$ cat src/hw/rtl/u2u8s_pkg.sv
package u2u8s_pkg;

  localparam logic [15:0] CapacityReset = 16'd256;
  localparam logic [20:0] ReplacementCp = 21'h00FFFD;
  localparam logic [20:0] SupplBase     = 21'h010000;
  localparam logic [20:0] CtrlLimit     = 21'h000020;
  localparam logic [20:0] DelCp         = 21'h00007F;
  localparam logic [20:0] DotCp         = 21'h00002E;
  localparam logic [20:0] OneByteLimit  = 21'h000080;
  localparam logic [20:0] TwoByteLimit  = 21'h000800;
  localparam logic [20:0] ThreeByteLim  = 21'h010000;
  localparam logic [5:0]  HighTag       = 6'b110110;
  localparam logic [5:0]  LowTag        = 6'b110111;
  localparam int unsigned EntryBytes    = 6;

  typedef enum logic [1:0] {
    KindZero,
    KindHigh,
    KindLow,
    KindPlain
  } unit_kind_e;

  typedef struct packed {
    logic [15:0] code_unit;
    logic        last_unit;
  } in_req_t;

  typedef struct packed {
    logic [7:0]  out_byte;
    logic        has_byte;
    logic        run_end;
    logic        string_done;
    logic        was_cut;
    logic [15:0] byte_count;
  } out_res_t;

  typedef struct packed {
    logic [2:0]      n;
    logic [3:0][7:0] b;
  } enc_t;

  // One work entry between front and back: bytes of up to two characters
  // plus the optional closing status.
  typedef struct packed {
    logic [EntryBytes-1:0][7:0] bytes;
    logic [2:0]                 nbytes;
    logic                       status;
    logic                       cut;
    logic [15:0]                base;
  } entry_t;

  function automatic enc_t encode_cp(input logic [20:0] cp_in);
    logic [20:0] cp;
    enc_t        e;
    cp = cp_in;
    e  = '0;
    if (cp < CtrlLimit || cp == DelCp) begin
      cp = DotCp;
    end
    if (cp < OneByteLimit) begin
      e.n    = 3'd1;
      e.b[0] = cp[7:0];
    end else if (cp < TwoByteLimit) begin
      e.n    = 3'd2;
      e.b[0] = {3'b110, cp[10:6]};
      e.b[1] = {2'b10, cp[5:0]};
    end else if (cp < ThreeByteLim) begin
      e.n    = 3'd3;
      e.b[0] = {4'b1110, cp[15:12]};
      e.b[1] = {2'b10, cp[11:6]};
      e.b[2] = {2'b10, cp[5:0]};
    end else begin
      e.n    = 3'd4;
      e.b[0] = {5'b11110, cp[20:18]};
      e.b[1] = {2'b10, cp[17:12]};
      e.b[2] = {2'b10, cp[11:6]};
      e.b[3] = {2'b10, cp[5:0]};
    end
    return e;
  endfunction

endpackage

$ cat src/hw/rtl/utf16_to_utf8_sanitizing_core.sv
// UTF-16 to UTF-8 transcoder with sanitizing.
// Input queue side: present a code unit on in_req_i and raise push; the unit
// is taken at an edge where push is high and full is low. A unit marked
// last_unit closes the string and always yields one status result.
// Result queue side: while empty is low the oldest result sits on out_res_o;
// raise pop to take it. Each result carries one UTF-8 byte or the closing
// status (byte count and cut flag).
// Configuration: the capacity register is written through cfg_valid_i /
// cfg_data_i; cfg_ready_o is always high. Write it only while idle.
// Timing: the front classifies and encodes a unit in the cycle it is taken,
// so one unit can be accepted every cycle while the work queue has room. The
// first result of a unit passes through the work queue and the output register
// before it shows up on out_res_o. The back drains one result per cycle while
// pop keeps up; the single-byte result port sets the sustained rate.
// Reset: capacity returns to 256, all string state clears, the work queue and
// the output register empty.
// Stall: when pop stays low the output register holds, the work queue fills
// and full rises; nothing is lost or repeated.
module utf16_to_utf8_sanitizing_core #(
  parameter int unsigned QueueDepth = 4
) (
  input  logic                clk_i,
  input  logic                rst_ni,
  input  logic                push,
  output logic                full,
  input  u2u8s_pkg::in_req_t  in_req_i,
  output logic                empty,
  input  logic                pop,
  output u2u8s_pkg::out_res_t out_res_o,
  input  logic                cfg_valid_i,
  output logic                cfg_ready_o,
  input  logic [15:0]         cfg_data_i
);
  import u2u8s_pkg::*;

  logic [15:0] cap_q;
  logic        accept;
  logic        ent_valid;
  entry_t      ent;
  logic        q_valid, q_pop;
  entry_t      q_head;

  assign cfg_ready_o = 1'b1;
  assign accept      = push && !full;

  // Capacity register: hold until a configuration request lands.
  always_ff @(posedge clk_i or negedge rst_ni) begin
    if (!rst_ni) begin
      cap_q <= CapacityReset;
    end else if (cfg_valid_i && cfg_ready_o) begin
      cap_q <= cfg_data_i;
    end
  end

  // Front: track surrogates, capacity and halting; encode up to two
  // characters per unit into one work entry.
  u2u8s_front u_front (
    .clk_i         (clk_i),
    .rst_ni        (rst_ni),
    .accept_i      (accept),
    .in_req_i      (in_req_i),
    .capacity_i    (cap_q),
    .entry_valid_o (ent_valid),
    .entry_o       (ent)
  );

  // Work queue: decouple the encoder from the byte drain.
  u2u8s_queue #(
    .Depth (QueueDepth)
  ) u_queue (
    .clk_i     (clk_i),
    .rst_ni    (rst_ni),
    .wr_i      (ent_valid),
    .wr_data_i (ent),
    .full_o    (full),
    .rd_i      (q_pop),
    .valid_o   (q_valid),
    .rd_data_o (q_head)
  );

  // Back: advance through the head entry one result per cycle while pop keeps up.
  u2u8s_back u_back (
    .clk_i        (clk_i),
    .rst_ni       (rst_ni),
    .head_valid_i (q_valid),
    .head_i       (q_head),
    .head_pop_o   (q_pop),
    .pop_i        (pop),
    .empty_o      (empty),
    .out_res_o    (out_res_o)
  );

  // A status result is always the last one of its unit and carries no byte.
  assert property (@(posedge clk_i) disable iff (!rst_ni)
    (!empty && out_res_o.string_done) |-> (out_res_o.run_end && !out_res_o.has_byte))
    else $error("status result not closing its run");

  // Within a run, the count grows by one per byte and holds on the status.
  assert property (@(posedge clk_i) disable iff (!rst_ni)
    (pop && !empty && !out_res_o.run_end) |=>
      (!empty && ((out_res_o.has_byte &&
                   out_res_o.byte_count == $past(out_res_o.byte_count) + 16'd1) ||
                  (!out_res_o.has_byte &&
                   out_res_o.byte_count == $past(out_res_o.byte_count)))))
    else $error("byte count out of sequence");

  // Pending work reaches the output register in the next cycle.
  assert property (@(posedge clk_i) disable iff (!rst_ni)
    (q_valid && empty) |=> !empty)
    else $error("back failed to load pending work");

endmodule

$ cat src/hw/rtl/u2u8s_front.sv
module u2u8s_front (
  input  logic              clk_i,
  input  logic              rst_ni,
  input  logic              accept_i,
  input  u2u8s_pkg::in_req_t in_req_i,
  input  logic [15:0]       capacity_i,
  output logic              entry_valid_o,
  output u2u8s_pkg::entry_t entry_o
);
  import u2u8s_pkg::*;

  logic        hp_q, hp_d;
  logic [9:0]  hb_q, hb_d;
  logic [15:0] em_q, em_d;
  logic        halted_q, halted_d;
  logic        cut_q, cut_d;

  unit_kind_e  kind;
  logic [15:0] u;
  logic        last;
  logic        cap_zero, run, hp_in;
  logic        use0, fit0, use1, fit1, fresh, hold_new, halt0;
  logic [20:0] cp0, cp1;
  enc_t        e0, e1;
  logic [16:0] sum0, sum1;
  logic [15:0] em_a;
  logic [2:0]  off, n1e, j;

  assign u        = in_req_i.code_unit;
  assign last     = in_req_i.last_unit;
  assign cap_zero = (capacity_i == 16'd0);

  always_comb begin
    if (u == 16'd0) begin
      kind = KindZero;
    end else if (u[15:10] == HighTag) begin
      kind = KindHigh;
    end else if (u[15:10] == LowTag) begin
      kind = KindLow;
    end else begin
      kind = KindPlain;
    end
  end

  always_comb begin
    run   = !(halted_q || cap_zero);
    hp_in = hp_q && !cap_zero;

    // Held high surrogate: pair it, or replace it.
    use0 = run && hp_in;
    cp0  = (kind == KindLow) ? SupplBase + {1'b0, hb_q, u[9:0]} : ReplacementCp;
    e0   = encode_cp(cp0);
    sum0 = {1'b0, em_q} + {14'd0, e0.n};
    fit0 = sum0 < {1'b0, capacity_i};
    halt0 = use0 && !fit0;
    em_a = (use0 && fit0) ? sum0[15:0] : em_q;

    // New unit on its own.
    fresh    = run && !(use0 && ((kind == KindLow) || !fit0));
    hold_new = 1'b0;
    use1     = 1'b0;
    cp1      = {5'd0, u};
    unique case (kind)
      KindZero:  cp1 = {5'd0, u};
      KindHigh: begin
        hold_new = fresh && !last;
        use1     = fresh && last;
        cp1      = ReplacementCp;
      end
      KindLow: begin
        use1 = fresh;
        cp1  = ReplacementCp;
      end
      KindPlain: use1 = fresh;
      default:   cp1 = {5'd0, u};
    endcase
    e1   = encode_cp(cp1);
    sum1 = {1'b0, em_a} + {14'd0, e1.n};
    fit1 = sum1 < {1'b0, capacity_i};

    hp_d     = run ? hold_new : hp_in;
    hb_d     = hold_new ? u[9:0] : hb_q;
    em_d     = (use1 && fit1) ? sum1[15:0] : em_a;
    halted_d = !run || halt0 || (fresh && kind == KindZero) || (use1 && !fit1);
    cut_d    = cut_q || halt0 || (use1 && !fit1);

    // Pack bytes of both characters back to back.
    off = (use0 && fit0) ? e0.n : 3'd0;
    n1e = (use1 && fit1) ? e1.n : 3'd0;
    entry_o        = '0;
    entry_o.nbytes = off + n1e;
    entry_o.status = last;
    entry_o.cut    = cut_d;
    entry_o.base   = em_q;
    for (int i = 0; i < EntryBytes; i++) begin
      j = 3'(i) - off;
      if (3'(i) < off) begin
        entry_o.bytes[i] = e0.b[i[1:0]];
      end else if (j < 3'd4) begin
        entry_o.bytes[i] = e1.b[j[1:0]];
      end
    end
    entry_valid_o = accept_i && (last || (entry_o.nbytes != 3'd0));
  end

  always_ff @(posedge clk_i or negedge rst_ni) begin
    if (!rst_ni) begin
      hp_q     <= 1'b0;
      hb_q     <= '0;
      em_q     <= '0;
      halted_q <= 1'b0;
      cut_q    <= 1'b0;
    end else if (accept_i) begin
      if (last) begin
        hp_q     <= 1'b0;
        hb_q     <= '0;
        em_q     <= '0;
        halted_q <= 1'b0;
        cut_q    <= 1'b0;
      end else begin
        hp_q     <= hp_d;
        hb_q     <= hb_d;
        em_q     <= em_d;
        halted_q <= halted_d;
        cut_q    <= cut_d;
      end
    end
  end

endmodule

$ cat src/hw/rtl/u2u8s_queue.sv
module u2u8s_queue #(
  parameter int unsigned Depth = 4
) (
  input  logic              clk_i,
  input  logic              rst_ni,
  input  logic              wr_i,
  input  u2u8s_pkg::entry_t wr_data_i,
  output logic              full_o,
  input  logic              rd_i,
  output logic              valid_o,
  output u2u8s_pkg::entry_t rd_data_o
);
  import u2u8s_pkg::*;

  localparam int unsigned PtrW = (Depth > 1) ? $clog2(Depth) : 1;
  localparam int unsigned CntW = $clog2(Depth + 1);
  localparam logic [PtrW-1:0] LastPtr = PtrW'(Depth - 1);
  localparam logic [CntW-1:0] FullCnt = CntW'(Depth);

  entry_t          mem_q [Depth];
  logic [PtrW-1:0] wr_ptr_q, rd_ptr_q;
  logic [CntW-1:0] cnt_q;
  logic            do_wr, do_rd;

  assign full_o    = (cnt_q == FullCnt);
  assign valid_o   = (cnt_q != '0);
  assign do_wr     = wr_i && !full_o;
  assign do_rd     = rd_i && valid_o;
  assign rd_data_o = mem_q[rd_ptr_q];

  always_ff @(posedge clk_i) begin
    if (do_wr) begin
      mem_q[wr_ptr_q] <= wr_data_i;
    end
  end

  always_ff @(posedge clk_i or negedge rst_ni) begin
    if (!rst_ni) begin
      wr_ptr_q <= '0;
      rd_ptr_q <= '0;
      cnt_q    <= '0;
    end else begin
      if (do_wr) begin
        wr_ptr_q <= (wr_ptr_q == LastPtr) ? '0 : wr_ptr_q + 1'b1;
      end
      if (do_rd) begin
        rd_ptr_q <= (rd_ptr_q == LastPtr) ? '0 : rd_ptr_q + 1'b1;
      end
      if (do_wr && !do_rd) begin
        cnt_q <= cnt_q + 1'b1;
      end else if (do_rd && !do_wr) begin
        cnt_q <= cnt_q - 1'b1;
      end
    end
  end

endmodule

$ cat src/hw/rtl/u2u8s_back.sv
module u2u8s_back (
  input  logic                clk_i,
  input  logic                rst_ni,
  input  logic                head_valid_i,
  input  u2u8s_pkg::entry_t   head_i,
  output logic                head_pop_o,
  input  logic                pop_i,
  output logic                empty_o,
  output u2u8s_pkg::out_res_t out_res_o
);
  import u2u8s_pkg::*;

  logic [2:0] idx_q;
  logic       out_valid_q;
  out_res_t   out_q;
  out_res_t   res;
  logic       load, is_byte, last_res;

  assign empty_o   = !out_valid_q;
  assign out_res_o = out_q;
  assign load      = head_valid_i && (!out_valid_q || pop_i);
  assign head_pop_o = load && last_res;

  always_comb begin
    is_byte  = idx_q < head_i.nbytes;
    last_res = is_byte ? ((idx_q == head_i.nbytes - 3'd1) && !head_i.status) : 1'b1;
    res             = '0;
    res.has_byte    = is_byte;
    res.out_byte    = is_byte ? head_i.bytes[idx_q] : 8'd0;
    res.run_end     = last_res;
    res.string_done = !is_byte;
    res.was_cut     = !is_byte && head_i.cut;
    res.byte_count  = head_i.base + {13'd0, idx_q} + {15'd0, is_byte};
  end

  always_ff @(posedge clk_i) begin
    if (load) begin
      out_q <= res;
    end
  end

  always_ff @(posedge clk_i or negedge rst_ni) begin
    if (!rst_ni) begin
      idx_q       <= '0;
      out_valid_q <= 1'b0;
    end else begin
      if (load) begin
        idx_q       <= last_res ? 3'd0 : idx_q + 3'd1;
        out_valid_q <= 1'b1;
      end else if (pop_i) begin
        out_valid_q <= 1'b0;
      end
    end
  end

endmodule

$ cat config.mk
export PLATFORM = sky130hd
export DESIGN_NAME = utf16_to_utf8_sanitizing_core
export DESIGN_NICKNAME = d
export VERILOG_FILES = /design/src/hw/rtl/u2u8s_pkg.sv /design/src/hw/rtl/utf16_to_utf8_sanitizing_core.sv /design/src/hw/rtl/u2u8s_front.sv /design/src/hw/rtl/u2u8s_queue.sv /design/src/hw/rtl/u2u8s_back.sv
export SDC_FILE = /design/constraint.sdc
export NUM_CORES = 1
export LEC_CHECK = 0
export ABC_AREA = 1
export BUFFER_PORTS_ARGS = -buffer_cell sky130_fd_sc_hd__buf_2
export CORE_MARGIN = 5
export CORE_UTILIZATION = 40
export DETAILED_ROUTE_END_ITERATION = 8
export GPL_ROUTABILITY_DRIVEN = 0
export GPL_TIMING_DRIVEN = 0
export PLACE_DENSITY = 0.52
export SLEW_MARGIN = 25
export SYNTH_ARGS = -nofsm -noshare
export SYNTH_HDL_FRONTEND = slang
export SYNTH_SLANG_ARGS = --single-unit
$ cat constraint.sdc
create_clock -name clk_i -period 15 [get_ports clk_i]
set_input_delay 2.25 -clock clk_i [delete_from_list [all_inputs] [get_ports clk_i]]
set_output_delay 2.25 -clock clk_i [all_outputs]
set_load 0.05 [all_outputs]
==> flow_summary.toml, run 1 <==
[synth]
synth_top_family_by_area = "simple AND/OR/NAND/NOR gates"
yosys-mux-area-fraction = 0.00166
synth-compound-area-share = 0.129
synthAdderAreaFrac = 0.0462
synthDominantCellAreaShare = 0.484
synth_flop_cell = "edfxtp_1"
synth_top_area_cell = "edfxtp_1"
yosysMostFrequentCell = "nand2_1"
synthTopCellsByCount = "nand2_1, edfxtp_1, nor2_1, o21ai_0, inv_1"
ys_seq_area_frac = 0.559
synthTopCellsByArea = "edfxtp_1, dfrtp_1, nand2_1, o21ai_0, nor2_1"
yosysWarnings = 0
syn_inst = 1955
ys_async_sr_fraction = 0.156
synthXorXnorAreaFrac = 0.0172
synth.distinct_cells = 55
synth_area_sq_um = 18900
synth_edf_count = 304
synth_seq_cells = 360
synth-simple-area-share = 0.187
syn_avg_cell_area_sq_um = 9.64
syn_nets = 2059

[floorplan]
die-area_sq_um = 51600
pin_count = 69
start_util = 0.405
die_h_microns = 227
rows = 79
coreArea_sq_um = 46600
die_w_microns = 227

[hold_path]
hold_path.class = "reg -> reg"

[layout]
area.sequential_sq_um = 10500
layout-drive-gt1-share = 0.114
num_antenna_cells = 0
area_growth_pct = 14.6
postLayoutCoreUtil = 0.464
num-fill-cells = 4374
final_nets = 2183
multi_input_area_sq_um = 7220

[sta]
grt_setup_unrepaired = "no"
fin_crit_ns = 13.82
setup_viol_count_final = 0
maxSlewViolCount = 0
worst_pin_slew_ns = 1.04
hold_viol_final = 0
skew_ns = 0.0198
slew_headroom = 0.299
post-route-period-util = 0.921
max_freq_mhz = 72.4
finalWorstSetupSlack_ns = 1.18

[placement]
hpwl_mm = 41.2
portBuffers = 67
post-place-ws_ns = 0.776

[clock_network]
clkSinkCount = 360
cts_root_buffer = "clkbuf_16"
cts_hold_buf = 0
clk_path_buf_depth = 3
clk_latency_ns = 0.57
cts_buffers = 39
post_cts_buffers = 0
cts_tree = "yes"
post_cts_resize_count = 0
cts_max_level = 2
clkTransAtPathRegs_ns = 0.06

[drt]
drt_pass1_iterations = 5
routedWlPerCell_microns = 20.5
vias = 14802
drt-initial-drc-count = 1389
finalWirelength_mm = 55.8
viasPerCell = 5.45
drc = 0
antenna_left = 0

[grt]
grt.busiest_layer = "met2"
gr-usage-met2 = 0.344
antenna_found_initial = 2
grt_max_degree = 57
grt_first_pass_wirelength_mm = 85.3
overflow = 0
grt_pass1_vias = 14351
track_usage = 0.216
grtUsageMet1 = 0.309
grtUsageMet3 = 0.0293

[setup_path]
rr_worst_depth = 59
r2r-start = "u_front.hb_q[6]"
crit_type = "in -> reg"
crit_arrival_ns = 14.25
critPathSlowestCell = "o21ai_0"
crit_fanout = 10
cp-start-kind = "input pin"
critical_path.endpoint = "u_queue.cnt_q[2]"
reg2reg_slack_ns = 3.80
critPathMaxStageDelay_ns = 0.68
cp.required_ns = 15.43
startpoint = "in_req_i[12]"
cp-end-kind = "register"
r2r_end = "u_queue.cnt_q[2]"

[power]
peakVddDrop_uv = 134
p_leak_nw = 8.68
p_total_mw = 4.15
p_per_area_nw_per_um2 = 192

[status]
status = "complete, no violations"

[run]
maxCapViolCount = 0
-- state kept, by name, indices dropped and copies added (netlist names), 2 cells and up --
signal	flops
cap_q	16
u_back.idx_q	3
u_back.out_res_o	28
u_front.em_q	16
u_front.hb_q	10
u_queue.cnt_q	3
u_queue.mem_q	276
u_queue.rd_ptr_q	2
u_queue.wr_ptr_q	2
-- kinds of logic (layout without fill, tap and decap cells) --
group,Yosys count,count (layout)
buffers and inverters,285,438
other,1,1
and+or+nand+nor,790,790
DFF,360,360
adders and majority gates,66,66
xor gates and xnor gates,37,37
AOI/OAI and AO/OA,413,413
muxes,3,3
-- per-stage QoR --
step	instances	hold WS [ns]	setup TNS, ns	instance area, sq um
floorplan	1955	0.440	0	18900
global placement	2629	0.470	-953.03	20000
detailed placement	2645	0.474	0	20400
CTS	2715	0.492	0	21600
global route	2715	0.534	0	21600
finish	2715	0.482	0	21600
-- power breakdown --
part           internal (mW)  switching (mW)
registers               1.40          0.0934
logic                  0.492            1.23
clock network          0.548           0.393
total                   2.44            1.72
-- how the worst min path moves through the flow --
stage | startpoint | to | slack (ns) | cells past startpoint
6_report | u_front.cut_q | u_front.cut_q | 0.48 | 2
5_1_grt | u_front.cut_q | u_front.cut_q | 0.53 | 2
4_1_cts | u_front.cut_q | u_front.cut_q | 0.49 | 2
3_5_place_dp | u_front.cut_q | u_front.cut_q | 0.47 | 2
3_3_place_gp | u_front.cut_q | u_front.cut_q | 0.47 | 2
2_1_floorplan | u_front.cut_q | u_front.cut_q | 0.44 | 2
-- cells in the final DEF (no fill, tap or decap), types with 28 or more instances in the layout --
| master | instances |
|---|---|
| nand2_1 | 366 |
| edfxtp_1 | 304 |
| nor2_1 | 222 |
| o21ai_0 | 217 |
| inv_1 | 191 |
| nand3_1 | 78 |
| buf_2 | 76 |
| clkbuf_1 | 60 |
| ha_1 | 60 |
| a21oi_1 | 56 |
| dfrtp_1 | 55 |
| o22ai_1 | 40 |
| clkbuf_16 | 39 |
| o221ai_1 | 36 |
| xor2_1 | 34 |
| nand4_1 | 28 |
-- cell type report --
cell class                 instances  share of cell area
tap                              607              0.0351
clock inverter                    24              0.0109
sequential                       360               0.487
inverter                         207              0.0362
buffer                            78              0.0162
timing repair buffer              83              0.0338
clock buffer                      46              0.0464
multi-input combinational       1310               0.334
-- layer usage --
metal	up-vias	part of all wire
li1	7041	-
met4	0	0.027
met5	-	0
met3	89	0.065
met1	7142	0.45
met2	530	0.46
-- worst max-delay path: cells and delay by family --
kind                     cells  cell delay (ns)
AO/OA/AOI/OAI               12             2.68
XOR/XNOR                     3             0.77
adder cells (fa/ha/maj)     10             2.85
buffers and inverters       14             2.02
AND/OR/NAND/NOR             26             3.71
No activity file was read; power rests on OpenSTA's default activity.
==> run 2: changes to the inputs <==
--- a/config.mk
+++ b/config.mk
@@ -7,13 +7,13 @@
 export LEC_CHECK = 0
 export ABC_AREA = 1
 export BUFFER_PORTS_ARGS = -buffer_cell sky130_fd_sc_hd__buf_2
-export CORE_MARGIN = 5
+export CORE_MARGIN = 2
 export CORE_UTILIZATION = 40
 export DETAILED_ROUTE_END_ITERATION = 8
 export GPL_ROUTABILITY_DRIVEN = 0
 export GPL_TIMING_DRIVEN = 0
 export PLACE_DENSITY = 0.52
-export SLEW_MARGIN = 25
+export SLEW_MARGIN = 20
 export SYNTH_ARGS = -nofsm -noshare
 export SYNTH_HDL_FRONTEND = slang
 export SYNTH_SLANG_ARGS = --single-unit
==> flow_summary.toml, run 2 (synthesized netlist as in run 1, its figures left out) <==
[status]
status = "complete, no violations"

[clock_network]
post_cts_resize_count = 0
clk_latency_ns = 0.56
cts_root_buffer = "clkbuf_16"
cts_max_level = 2
cts_hold_buf = 0
cts_buffers = 41
clkSinkCount = 360
clkTransAtPathRegs_ns = 0.07
cts_tree = "yes"
post_cts_buffers = 0
clk_path_buf_depth = 3

[setup_path]
crit_arrival_ns = 13.93
startpoint = "in_req_i[12]"
cp-end-kind = "register"
reg2reg_slack_ns = 4.07
critical_path.endpoint = "u_queue.cnt_q[1]"
critPathMaxStageDelay_ns = 0.62
crit_fanout = 10
r2r-start = "u_front.hb_q[6]"
rr_worst_depth = 57
critPathSlowestCell = "o21ai_0"
cp.required_ns = 15.45
r2r_end = "u_queue.cnt_q[1]"
crit_type = "in -> reg"
cp-start-kind = "input pin"

[sta]
setup-tns-final_ns = 0
maxSlewViolCount = 0
max_freq_mhz = 74.2
slew_headroom = 0.186
fin_crit_ns = 13.48
skew_ns = 0.0198
worst_pin_slew_ns = 1.21
setup_viol_count_final = 0
grt_setup_unrepaired = "no"
hold_viol_final = 0
post-route-period-util = 0.899
whs_ns = 0.483

[layout]
final_cell_area_sq_um = 21500
num-fill-cells = 4421
postLayoutCoreUtil = 0.463
num_antenna_cells = 0
layout-drive-gt1-share = 0.114
final_cell_mix = "nand2_1, edfxtp_1, nor2_1, o21ai_0, inv_1"
final_nets = 2182
largest_register_ffs = 276
area_growth_pct = 14.2
final_common_cell = "nand2_1"
top_register = "u_queue.mem_q"

[drt]
drt_pass1_iterations = 6
drt-initial-drc-count = 1297
vias = 14604
routedWlPerCell_microns = 20.2
finalWirelength_mm = 54.8
antenna_left = 0
drc = 0
viasPerCell = 5.38

[hold_path]
hold_path.class = "reg -> reg"

[power]
peakVddDrop_uv = 123
net-switching-power_mw = 1.71
p_leak_nw = 8.65
power_frac_comb = 0.408
p_int_mw = 2.43
p_clk_frac = 0.231
p_total_mw = 4.14
seqPwrFrac = 0.361
p_per_area_nw_per_um2 = 192
swShare = 0.412

[grt]
overflow = 0
antenna_found_initial = 1
grt_pass1_vias = 14282
track_usage = 0.223
grt_max_degree = 57
grt_first_pass_wirelength_mm = 84.4

[placement]
portBuffers = 67
hpwl_mm = 40.5
placed_area_sq_um = 20300

[run]
maxCapViolCount = 0

[floorplan]
pin_count = 69
coreArea_sq_um = 46600
die_h_microns = 221
rows = 79
die_w_microns = 221
die-area_sq_um = 48900
start_util = 0.405
-- run 2: cell count changes in the layout (fill, tap and decap cells not counted), sizes merged --
| cell | delta |
|---|---|
| clkbuf | +6 |
| clkinv | -8 |
| buf | -3 |
| inv | +4 |
| bufinv | -2 |
-- run 2: metal layers --
| metal | track usage | wire length [microns] |
|---|---|---|
| met5 | 0 | 0 |
| met4 | 0.0697 | 1490 |
| met3 | 0.0303 | 3450 |
| met2 | 0.355 | 24700 |
| met1 | 0.318 | 25200 |
-- run 2: power by group through the flow --
stage	Sequential, mW	Clock (mW)	Combinational [mW]
after global routing	1.51	1.02	1.87
after floorplan	1.64	0	0.958
after global placement	1.54	0	1.63
final	1.49	0.957	1.69
after CTS	1.49	0.979	1.70
after detailed placement	1.51	0	1.69
-- run 2: critical path: cells and delay by family --
family | cells | cell delay [ns]
simple gates | 26 | 3.78
buf+inv | 14 | 1.85
mux | 1 | 0.27
xor+xnor | 2 | 0.63
compound gates | 10 | 2.30
fa+ha+maj | 10 | 2.83
-- run 2: how the worst min path moves through the flow --
stage          slack, ns          start  cells past startpoint            end
3_3_place_gp        0.47  u_front.cut_q                      2  u_front.cut_q
5_1_grt             0.50  u_front.cut_q                      2  u_front.cut_q
3_5_place_dp        0.47  u_front.cut_q                      2  u_front.cut_q
2_1_floorplan       0.44  u_front.cut_q                      2  u_front.cut_q
6_report            0.48  u_front.cut_q                      2  u_front.cut_q
4_1_cts             0.48  u_front.cut_q                      2  u_front.cut_q
-- run 2: layout make-up --
cell class / count / area, sq um / share of cell area
inverters: 207 / 782 / 0.0363
repair buffers: 80 / 636 / 0.0295
flip-flops and latches: 360 / 10500 / 0.489
clock inverters: 18 / 150 / 0.00697
clock buffers: 52 / 1110 / 0.0515
well taps: 607 / 759 / 0.0353
multi-input cells: 1310 / 7220 / 0.335
plain buffers: 78 / 350 / 0.0163
-- run 2: per-stage QoR --
step                      setup WS, ns  instances
after floorplan                   1.29       1955
after global placement           -3.53       2629
after detailed placement         0.983       2642
after CTS                         1.54       2712
after global routing             0.433       2712
final                             1.52       2712
==> run 3: changes to the inputs <==
--- a/config.mk
+++ b/config.mk
@@ -7,12 +7,14 @@
 export LEC_CHECK = 0
 export ABC_AREA = 1
 export BUFFER_PORTS_ARGS = -buffer_cell sky130_fd_sc_hd__buf_2
+export CELL_PAD_IN_SITES_DETAIL_PLACEMENT = 1
+export CELL_PAD_IN_SITES_GLOBAL_PLACEMENT = 2
 export CORE_MARGIN = 2
 export CORE_UTILIZATION = 40
 export DETAILED_ROUTE_END_ITERATION = 8
 export GPL_ROUTABILITY_DRIVEN = 0
 export GPL_TIMING_DRIVEN = 0
-export PLACE_DENSITY = 0.52
+export PLACE_DENSITY = 0.75
 export SLEW_MARGIN = 20
 export SYNTH_ARGS = -nofsm -noshare
 export SYNTH_HDL_FRONTEND = slang
==> flow_summary.toml, run 3 (synthesized netlist as in run 1, its figures left out) <==
[clock_network]
clkTransAtPathRegs_ns = 0.06
cts_root_buffer = "clkbuf_16"
clk_latency_ns = 0.56
cts_buffers = 39
cts_hold_buf = 0
clkSinkCount = 360
cts_tree = "yes"
clk_path_buf_depth = 3
cts_max_level = 2

[sta]
grt_setup_unrepaired = "no"
hold_viol_final = 0
skew_ns = 0.0244
post-route-period-util = 0.933
fin_crit_ns = 14.00
setup-tns-final_ns = 0
max_freq_mhz = 71.4
maxSlewViolCount = 0
worst_pin_slew_ns = 1.11
slew_headroom = 0.253
setup_viol_count_final = 0

[power]
p_int_mw = 2.44
power_frac_comb = 0.415
p_leak_nw = 8.68
net-switching-power_mw = 1.76
peakVddDrop_uv = 123
seqPwrFrac = 0.356
p_per_area_nw_per_um2 = 195
p_clk_frac = 0.229
swShare = 0.419

[floorplan]
die_w_microns = 221
die_h_microns = 221
die-area_sq_um = 48900
rows = 79
start_util = 0.405
coreArea_sq_um = 46600
pin_count = 69

[layout]
area_growth_pct = 14.6
num_antenna_cells = 0
largest_register_ffs = 276
postLayoutCoreUtil = 0.464
final_cell_area_sq_um = 21600
final_cell_mix = "nand2_1, edfxtp_1, nor2_1, o21ai_0, inv_1"
top_register = "u_queue.mem_q"
num-fill-cells = 5253
layout-drive-gt1-share = 0.117
final_common_cell = "nand2_1"
instances_no_fill = 2709
final_nets = 2182

[setup_path]
crit_arrival_ns = 14.26
critPathMaxStageDelay_ns = 0.67
rr_worst_depth = 58
critPathSlowestCell = "nor2_4"
cp-start-kind = "input pin"
crit_fanout = 16
crit_type = "in -> reg"
cp-end-kind = "register"
crit_path_frequent_cell = "nand2_1"
cp.required_ns = 15.26

[drt]
vias = 14737
finalWirelength_mm = 61.2
drt-initial-drc-count = 1096
antenna_left = 0
viasPerCell = 5.44
drt_pass1_iterations = 9
routedWlPerCell_microns = 22.6
drc = 0

[run]
maxCapViolCount = 0

[grt]
grt_max_degree = 50
antenna_found_initial = 1
grt_first_pass_wirelength_mm = 92.8
track_usage = 0.249
grt_pass1_vias = 15218
overflow = 0

[placement]
portBuffers = 67
dpl.cell_count = 2644
hpwl_mm = 46.5
placed_area_sq_um = 20300

[hold_path]
hold_path.class = "reg -> reg"
hold_depth = 2

[status]
status = "complete, no violations"
-- run 3: changes by cell type in the layout (fill, tap and decap cells not counted), moves of 3 or more --
| cell | before | now |
|---|---|---|
| buf_16 | 5 | 9 |
| clkinv_2 | 5 | 9 |
| clkbuf_16 | 43 | 39 |
| clkbuf_1 | 62 | 56 |
| buf_12 | 8 | 5 |
| bufinv_16 | 2 | 5 |
| inv_6 | 4 | 0 |
-- run 3: area by class of cell --
cell class / instances / area (sq um) / area share
Sequential cell: 360 / 10500 / 0.488
Multi-Input combinational cell: 1310 / 7220 / 0.334
Timing Repair Buffer: 82 / 701 / 0.0324
Clock buffer: 42 / 987 / 0.0457
Tap cell: 607 / 759 / 0.0352
Buffer: 78 / 350 / 0.0162
Inverter: 207 / 782 / 0.0362
Clock inverter: 23 / 268 / 0.0124
-- run 3: worst max-delay path, delay by kind of cell --
kind | cells | cell delay [ns]
buf+inv | 14 | 2.13
compound gates | 7 | 1.68
xor+xnor | 1 | 0.38
fa+ha+maj | 9 | 2.44
simple gates | 30 | 5.31
-- run 3: final timing paths --
kind                                  from              endpoint  slack (ns)
min reg2reg                  u_front.cut_q         u_front.cut_q        0.51
max reg2reg                u_front.hb_q[6]  u_queue.mem_q[0][26]        3.62
min                          u_front.cut_q         u_front.cut_q        0.51
max                           in_req_i[16]  u_queue.mem_q[0][26]        1.00
max in group asynchronous           rst_ni              cap_q[8]       12.89
min in group asynchronous           rst_ni   u_queue.rd_ptr_q[1]        1.51
-- run 3: what timing repair did --
action / in CTS / in global routing
gates resized for setup: 0 / 1
endpoints found under the setup margin: 0 / 18
buffers inserted: 0 / 0
-- run 3: per-stage QoR --
step | setup WS (ns) | power [mW] | hold WS [ns]
after floorplan | 1.29 | 2.60 | 0.440
after detailed placement | 0.347 | 3.27 | 0.506
after CTS | 0.898 | 4.25 | 0.523
after global placement | -4.07 | 3.18 | 0.469
final | 1.00 | 4.21 | 0.513
after global routing | 0.0676 | 4.46 | 0.554
-- run 3: power groups by stage --
stage	clock [mW]	combinational [mW]	sequential (mW)
global placement	0	1.64	1.54
detailed placement	0	1.75	1.52
floorplan	0	0.958	1.64
CTS	0.984	1.77	1.50
finish	0.964	1.75	1.50
global route	1.02	1.92	1.52
-- run 3: layer usage --
metal,wire length [microns],share of wire,GRT usage
met1,27600,0.45,0.337
met2,29100,0.48,0.418
met3,2940,0.048,0.0378
met4,1570,0.026,0.0680
met5,0,0,0
